==> config.mk <==
export PLATFORM = sky130hd
export DESIGN_NAME = mfb_sort_chain
export DESIGN_NICKNAME = d
export VERILOG_FILES = /design/src/sv/mfb_pkg.sv /design/src/sv/mfb_sort_cell.sv /design/src/sv/mfb_sort_chain.sv
export SDC_FILE = /design/constraint.sdc
export NUM_CORES = 1
export LEC_CHECK = 0
export ABC_AREA = 0
export BUFFER_PORTS_ARGS = -buffer_cell sky130_fd_sc_hd__buf_2
export CORE_MARGIN = 10
export CORE_UTILIZATION = 65
export DETAILED_ROUTE_END_ITERATION = 10
export PLACE_DENSITY = 0.93
export SYNTH_ARGS = -nofsm -noshare
export SYNTH_HDL_FRONTEND = slang
export SYNTH_SLANG_ARGS = --single-unit
==> constraint.sdc <==
create_clock -name clk -period 4.3 [get_ports clk]
set_input_delay 0.43 -clock clk [delete_from_list [all_inputs] [get_ports clk]]
set_output_delay 0.43 -clock clk [all_outputs]
set_load 0.005 [all_outputs]
==> src/sv/mfb_pkg.sv <==
`timescale 1ns / 1ps
package mfb_pkg;

  localparam int HEIGHT_W    = 11;
  localparam int WIDTH_W     = 13;
  localparam int RADIUS_W    = 2;
  localparam int WIDTH_LIMIT = 4096;
  localparam int PIX_W       = 8;
  // signed coordinate width for mirroring, covers WIDTH_LIMIT plus the radius
  localparam int MIR_W       = 15;
  localparam int CFG_IDX_W   = 2;

  localparam logic [CFG_IDX_W-1:0] REG_HEIGHT = 2'd0;
  localparam logic [CFG_IDX_W-1:0] REG_WIDTH  = 2'd1;
  localparam logic [CFG_IDX_W-1:0] REG_RADIUS = 2'd2;

  localparam logic KIND_PIXEL = 1'b0;
  localparam logic KIND_DRAIN = 1'b1;

  typedef struct packed {
    logic             kind;
    logic [PIX_W-1:0] pixel_in;
  } in_item_t;

  typedef struct packed {
    logic [PIX_W-1:0] median_out;
    logic             last_out;
  } out_item_t;

  // what one sort cell shows its upper neighbor
  typedef struct packed {
    logic             lt;
    logic             valid;
    logic [PIX_W-1:0] value;
  } cell_link_t;

  typedef enum logic [2:0] {
    ST_IDLE,
    ST_CHECK,
    ST_READ,
    ST_SETTLE,
    ST_RESULT
  } state_t;

  // reflect with the edge pixel included, then clamp into the image
  function automatic logic signed [MIR_W-1:0] mirror(input logic signed [MIR_W-1:0] i,
                                                      input logic signed [MIR_W-1:0] n);
    logic signed [MIR_W-1:0] v;
    begin
      v = i;
      if (v < 0) v = -v - MIR_W'(1);
      if (v >= n) v = (n <<< 1) - MIR_W'(1) - v;
      if (v < 0) v = '0;
      if (v >= n) v = n - MIR_W'(1);
      return v;
    end
  endfunction

endpackage

==> src/sv/mfb_sort_cell.sv <==
`timescale 1ns / 1ps
module mfb_sort_cell
  import mfb_pkg::*;
(
  input  logic             clk,
  input  logic             rst,
  input  logic             clear,
  input  logic             insert,
  input  logic [PIX_W-1:0] new_value,
  input  cell_link_t       below,
  output cell_link_t       self_link
);

  logic             valid;
  logic [PIX_W-1:0] value;
  logic             lt;

  // empty cells act as plus infinity
  assign lt = !valid || (new_value < value);
  assign self_link = '{lt: lt, valid: valid, value: value};

  always_ff @(posedge clk) begin
    if (rst || clear) begin
      valid <= 1'b0;
    end else if (insert) begin
      if (below.lt) begin
        valid <= below.valid;
      end else if (lt) begin
        valid <= 1'b1;
      end
    end
  end

  always_ff @(posedge clk) begin
    if (insert) begin
      if (below.lt) begin
        value <= below.value;
      end else if (lt) begin
        value <= new_value;
      end
    end
  end

endmodule

==> src/sv/mfb_sort_chain.sv <==
`timescale 1ns / 1ps
module mfb_sort_chain
  import mfb_pkg::*;
#(
  parameter int N = 49
) (
  input  logic                 clk,
  input  logic                 rst,
  input  logic                 clear,
  input  logic                 insert,
  input  logic [PIX_W-1:0]     new_value,
  input  logic [$clog2(N)-1:0] sel,
  output logic [PIX_W-1:0]     median
);

  cell_link_t links [N];

  for (genvar g = 0; g < N; g++) begin : g_cell
    cell_link_t below;
    if (g == 0) begin : g_first
      assign below = '{lt: 1'b0, valid: 1'b0, value: '0};
    end else begin : g_rest
      assign below = links[g-1];
    end
    mfb_sort_cell u_cell (
      .clk       (clk),
      .rst       (rst),
      .clear     (clear),
      .insert    (insert),
      .new_value (new_value),
      .below     (below),
      .self_link (links[g])
    );
  end

  assign median = links[sel].value;

endmodule

# Yosys cells after proc, flatten, opt, wreduce, memory -nomap -nowiden
# Index checks and enable logic that the tools add are counted.
[word_totals]
register_bits = 441
latchBits = 0
mem_bits_rw = 0
rom_bits = 0
in_bits = 18
output_inout_bits = 8
elab_cells = 540
memories = 0
[op_classes]
n_addsub = 0
multipliers = 0
n_div = 0
magnitude_cmp = 50
eq_ne = 0
shifts = 0
muxes = 195
bitwise = 1
reduce_logical = 196
[op_table]
columns = ["op", "count"]
rows = [
  ["8-bit 2-to-1 mux", 98],
  ["8-bit < comparator", 49],
  ["2-bit AND reduction", 49],
  ["1-bit 2-to-1 mux", 96],
  ["2-bit nonzero test", 48],
  ["10-bit binary-select mux with 6-bit select", 1],
  ["1-bit logical OR", 50],
  ["1-bit logical NOT", 49],
  ["7-bit >= comparator (second input constant)", 1],
  ["6-bit NOT with 7-bit output", 1],
]

# Depth between registers and ports, before layout
# Gate-level depths: netlist of the first run.
[logic_depth]
word_depth = 5
ltp_mapped = 9
depth_no_buf = 8

# Modules after synthesis
# From an unflattened synthesis of the first run, not the netlist that was laid out.
[unflattened]
cells_unflattened = 2732
area_unflattened_um2 = 32317.2
[by_module_without_submodules]
columns = ["module", "instances", "cells_per_inst", "area_each_um2", "seq_area_each_um2"]
rows = [
  ["mfb_sort_cell", 49, 50, 591.8, 260.2],
  ["mfb_sort_chain", 1, 282, 3318.2, 0.0],
]

# Least setup slack after synthesis of the first run
# Ideal clock, no wire load.
[synth_path]
kind = "input-to-output"
start = "in sel[0]"
end = "out median[2]"
t_arrival_ns = 1.886
required_time_ns = 3.870
setup_slack_ns = 1.984
path_stages = 5
path_buffers = 2
cell_sequence = "buf_6 > buf_8 > mux4_1 > mux4_2 > o22a_1"
[synth_between]
elab_chain_cells = 4
[synth_lines]
columns = ["item", "line", "source"]
rows = [
  ["start, declared", "mfb_sort_chain.sv:12", "input logic [$clog2(N)-1:0] sel,"],
  ["6-bit NOT with 7-bit output (not written as such)", "mfb_sort_chain.sv:36", "assign median = links[sel].value;"],
  ["10-bit binary-select mux with 6-bit select", "mfb_sort_chain.sv:36", ""],
  ["8-bit 2-to-1 mux (not written as such) (2 in a row)", "mfb_sort_chain.sv:36", ""],
  ["end, declared", "mfb_sort_chain.sv:13", "output logic [PIX_W-1:0] median"],
]
# No other way between the ends. The select of a mux whose other input is x is not followed.

# Final worst setup path of the first run
[layout_path]
start = "in sel[1]"
end = "out median[1]"
# The elaborated chain is that of the path after synthesis.

==> impl_metrics.ini, run 1 <==
[critical_path]
slowest_delay_ns = 0.88
startpoint_type = input port
path_cells = buf_4, nand2_1, o21ai_0, nor2_1, o311ai_0, o21a_1, buf_2
critical-path-top-delay-family = compound AO/OA/AOI/OAI gates
reg2reg_setup_slack_ns = 1.65
cpMaxStageDelayCell = o311ai_0
cp_max_fo = 57
cp.buffers_inverters = 2
cp-end-kind = primary output
path_class = input port to primary output
worstPathRequired_ns = 3.87
arrival_ns = 3.55

[yosys]
yosysWarningCount = 0
synth_top_area_cell = edfxtp_1
synth_commonest_cells = edfxtp_1, mux2_2, inv_1, ha_1, a21o_1
synth-seq-cells = 441
ys_seq_area_share_pct = 41.8
syn_avg_cell_area_sq_um = 12.1
yosys.cell_types.count = 50
synth_top_area_share_pct = 38.6
synth.most_common_cell = edfxtp_1
ys_top_cells_by_area = edfxtp_1, mux2_2, ha_1, mux4_2, inv_1
netlist_instances = 2525
async_flop_share_pct = 0
synth_flop_cell = edfxtp_1
synth_nets = 2886
syn_area_sq_um = 30500
synth_edf_count = 392

[power]
power_leakage_uw = 0.0146
ir_drop_v = 0.000334
power_density_nw_per_um2 = 338

[clocking]
clk_path_buf_depth = 3
worstSkewPairLatency_ns = 0.60
htreeDepth = 2
numCtsBuffers = 49
path_clk_slew_ns = 0.06
postCtsSetupBuffers = 0
cts_hold_buf = 0
cts_tree = built
cts-root-buf = clkbuf_16
cts_resized = 0
clock-sinks = 441

[sta]
finalSetupTns_ns = 0
timing.fmax_mhz = 251
skew_ns = 0.00984
timing_hold_violations_final = 0
slew_headroom_pct = 31.7
rsz0062_at_grt = no
fin_hold_ws_ns = 0.402
final_max_slew_viol_count = 0
post-route-period-util_pct = 92.6
setup_viol = 0
worst_slew_pin_slew_ns = 1.01
finalCriticalPeriod_ns = 3.98

[die]
top_level_ports = 26
core-area_sq_um = 46500
row_count = 79
die_h_microns = 237
fp.dieArea_sq_um = 56000
die_w_microns = 237
start_util_pct = 65.7

[finish]
synthToLayoutAreaGrowth_pct = 7.66
multi_input_area_sq_um = 16000
final-seq-area_sq_um = 12800
nets = 2895
drive_gt1_share_pct = 24.4
nFillCells = 2834

[route]
dr.pass1.iters = 6
drt_iter0_drc = 3112
viasPerCell = 7.12
drc = 0
via_count = 22661
wire_per_inst_microns = 27.7
totalWireLength_microns = 88000
drtAntennaViolNets = 0

[outcome]
status = completed

[placement]
io_buffers = 25
dp_hpwl_microns = 59200
gp_congestion = 0.948

[global_route]
grt_pass1_wl_microns = 136000
antenna_found_initial = 4
grt_pass1_vias = 23417
grt_overflow_total = 0
track_usage_pct = 30.7
grt_max_degree = 58

[flow_run]
drv_cap = 0

[min_path]
hp-class = input port to register
power breakdown:
part           internal [uW]  switching, uW
Clock                   2380           1830
Combinational            745            993
Sequential              4920            239
Total                   8040           3060
routing by layer:
| layer | up-vias | wire, microns | track usage, % |
|---|---|---|---|
| met5 | - | 40 | 0 |
| met4 | 6 | 5460 | 17.5 |
| met2 | 1765 | 40900 | 49.6 |
| met3 | 454 | 10700 | 6.59 |
| met1 | 10976 | 30900 | 37.6 |
| li1 | 9460 | - | - |
path summary, 6_finish.rpt:
| check | end | cells after the start | from |
|---|---|---|---|
| setup reg to reg | g_cell[14].u_cell.value[2]$_DFFE_PP_ | 8 | g_cell[13].u_cell.value[5]$_DFFE_PP_ |
| setup / recovery | median[1] | 7 | sel[1] |
| hold / removal | g_cell[0].u_cell.value[2]$_DFFE_PP_ | 1 | new_value[2] |
| hold reg to reg | g_cell[12].u_cell.valid$_SDFFE_PP0P_ | 2 | g_cell[12].u_cell.valid$_SDFFE_PP0P_ |
metrics by stage:
step                      area (sq um)  util, %  power (uW)  std cells  setup slack (ns)
after floorplan                  30500        -        6250       2525              1.98
after global placement           31300     67.4        6730       3090             0.968
after detailed placement         31300     67.4        6860       3090             0.890
after CTS                        32900     70.7       11000       3180             0.823
after global routing             32900     70.8       11400       3181             0.374
final                            32900     70.8       11100       3181             0.319
sequential cells by signal (all words and copies together) (netlist names):
register,cells
g_cell.u_cell.value,392
g_cell.u_cell.valid,49
cell usage in the layout, fill, tap and decap left out, drive strengths merged, types with 62 or more instances in the layout:
cell type    n
edfxtp     392
mux4        75
nor2       127
mux2       389
inv        347
mux2i       94
ha         343
a21o       144
clkbuf      62
nand2       65
cell type report:
cell class,count,share of cell area [%]
multi-input combinational,1639,48.7
antenna,1,0.00761
clock buffer,62,4.19
tap,607,2.31
timing repair buffer,57,1.50
inverter,346,3.95
clock inverter,28,0.582
sequential,441,38.8
cells by family (layout without fill, tap and decap cells):
| group | Yosys count | in the layout | share of synthesized area, % |
|---|---|---|---|
| AOI/OAI and AO/OA | 428 | 428 | 10.0 |
| buffers and inverters | 445 | 493 | 5.85 |
| DFF | 441 | 441 | 41.8 |
| other | 0 | 1 | 0 |
| muxes | 558 | 558 | 23.1 |
| and+or+nand+nor | 310 | 310 | 5.21 |
| adders and majority gates | 343 | 343 | 14.1 |
Power figures use the tool's default switching activity.
==> run 2: changes to the inputs <==
RECOVER_POWER = 25   (was not set)
==> run 2 against run 1 <==
Effect of this change:
- the run now ends with capacitance limit, slew limit left
- non-clock buffer count stayed put
- design area down 0.21%
- largest cell class unchanged
- maximum frequency down 4.4%
- critical path depth down 4
- wire length is 0.17% higher
- register-to-register slack better by 0.02 ns
==> impl_metrics.ini, run 2 (synthesis results as in run 1) <==
[clocking]
numCtsBuffers = 49
path_clk_slew_ns = 0.06
clock-sinks = 441
cts_hold_buf = 0
clk_path_buf_depth = 3
cts-root-buf = clkbuf_16
postCtsSetupBuffers = 0
htreeDepth = 2
worstSkewPairLatency_ns = 0.60
cts_tree = built
cts_resized = 0

[sta]
final_max_slew_viol_count = 192
finalCriticalPeriod_ns = 4.17
finalSetupTns_ns = 0
rsz0062_at_grt = no
setup_viol = 0
slew_headroom_pct = -103
skew_ns = 0.0108
post-route-period-util_pct = 96.9
worst_slew_pin_slew_ns = 3.05
timing_hold_violations_final = 0
fin_hold_ws_ns = 0.407
timing.fmax_mhz = 240

[critical_path]
worstPathRequired_ns = 4.56
crit_top_cell = clkbuf_1
path_depth = 3
cp-startpoint = insert
cp_max_fo = 32
cp-end-kind = register
path_class = input port to register
startpoint_type = input port
reg2reg_setup_slack_ns = 1.67
crit_path_end = g_cell[5].u_cell.value[0]$_DFFE_PP_
cp.buffers_inverters = 2
slowest_delay_ns = 2.10
r2r_start = g_cell[13].u_cell.value[5]$_DFFE_PP_
path_cells = clkbuf_1, clkbuf_1, o21a_1
cpMaxStageDelayCell = clkbuf_1
r2r-end = g_cell[14].u_cell.value[6]$_DFFE_PP_
arrival_ns = 4.42
critical-path-top-delay-family = buffers and inverters
reg2reg_depth = 8

[global_route]
grt_pass1_wl_microns = 136000
grt_max_degree = 58
antenna_found_initial = 3
grt_overflow_total = 0
grt_pass1_vias = 23417
track_usage_pct = 30.7

[finish]
synthToLayoutAreaGrowth_pct = 7.43
stdcell_area_sq_um = 32800
nets = 2895
final_common_cell = edfxtp_1
largest_registers = g_cell.u_cell.value x392, g_cell.u_cell.valid x49
mostFrequentLayoutCells = edfxtp_1, mux2_2, inv_1, ha_1, a21o_1
largest_reg_flops = 392
top_register = g_cell.u_cell.value
drive_gt1_share_pct = 23.4

[route]
drc = 0
via_count = 22657
drtAntennaViolNets = 0
wire_per_inst_microns = 27.7
viasPerCell = 7.12
dr.pass1.iters = 6
drt_iter0_drc = 3043
totalWireLength_microns = 88200

[power]
power_uw = 11100
ir_drop_v = 0.000336
power_density_nw_per_um2 = 339
power_leakage_uw = 0.0145

[die]
die_w_microns = 237
core-area_sq_um = 46500
fp.dieArea_sq_um = 56000
top_level_ports = 26
die_h_microns = 237
start_util_pct = 65.7
row_count = 79

[placement]
gp_congestion = 0.948
dpl-instance-area_sq_um = 31300
io_buffers = 25
dp_hpwl_microns = 59200

[min_path]
hp-class = input port to register

[outcome]
violations = capacitance limit, slew limit
status = finished, violations left

[flow_run]
drv_cap = 5
run 2: final cells by class:
| cell class | instances | area, sq um |
|---|---|---|
| multi-input cells | 1639 | 15900 |
| fillers | 2853 | 13700 |
| flip-flops and latches | 441 | 12800 |
| clock buffers | 62 | 1380 |
| inverters | 346 | 1300 |
| well taps | 607 | 759 |
| repair buffers | 57 | 477 |
| clock inverters | 28 | 191 |
| diodes | 1 | 2.50 |
run 2: layer usage:
| metal | vias up | track usage (%) | part of all wire, % |
|---|---|---|---|
| met3 | 465 | 6.59 | 12 |
| met5 | - | 0 | 0.045 |
| met4 | 6 | 17.5 | 6.2 |
| li1 | 9458 | - | - |
| met1 | 10944 | 37.6 | 35 |
| met2 | 1784 | 49.6 | 46 |
run 2: how the worst min path moves through the flow:
stage,from,endpoint,slack [ns],depth (start not counted)
floorplan,g_cell[48].u_cell.valid$_SDFFE_PP0P_,g_cell[48].u_cell.valid$_SDFFE_PP0P_,0.46,2
finish,new_value[2],g_cell[0].u_cell.value[2]$_DFFE_PP_,0.41,1
global placement,g_cell[0].u_cell.valid$_SDFFE_PP0P_,g_cell[0].u_cell.valid$_SDFFE_PP0P_,0.51,2
global route,new_value[2],g_cell[0].u_cell.value[2]$_DFFE_PP_,0.41,1
CTS,new_value[2],g_cell[0].u_cell.value[2]$_DFFE_PP_,0.38,1
detailed placement,g_cell[12].u_cell.valid$_SDFFE_PP0P_,g_cell[12].u_cell.valid$_SDFFE_PP0P_,0.53,2
run 2: metrics by stage:
stage | util [%] | setup WS (ns) | cells
4_1_cts | 70.7 | 0.823 | 3180
6_report | 70.6 | 0.135 | 3181
2_1_floorplan | - | 1.98 | 2525
5_1_grt | 70.6 | 0.225 | 3180
3_5_place_dp | 67.4 | 0.890 | 3090
3_3_place_gp | 67.4 | 0.968 | 3090
run 2: power breakdown:
group | internal, uW | switching, uW
combinational | 747 | 990
clock | 2380 | 1840
sequential | 4920 | 239
total | 8050 | 3070
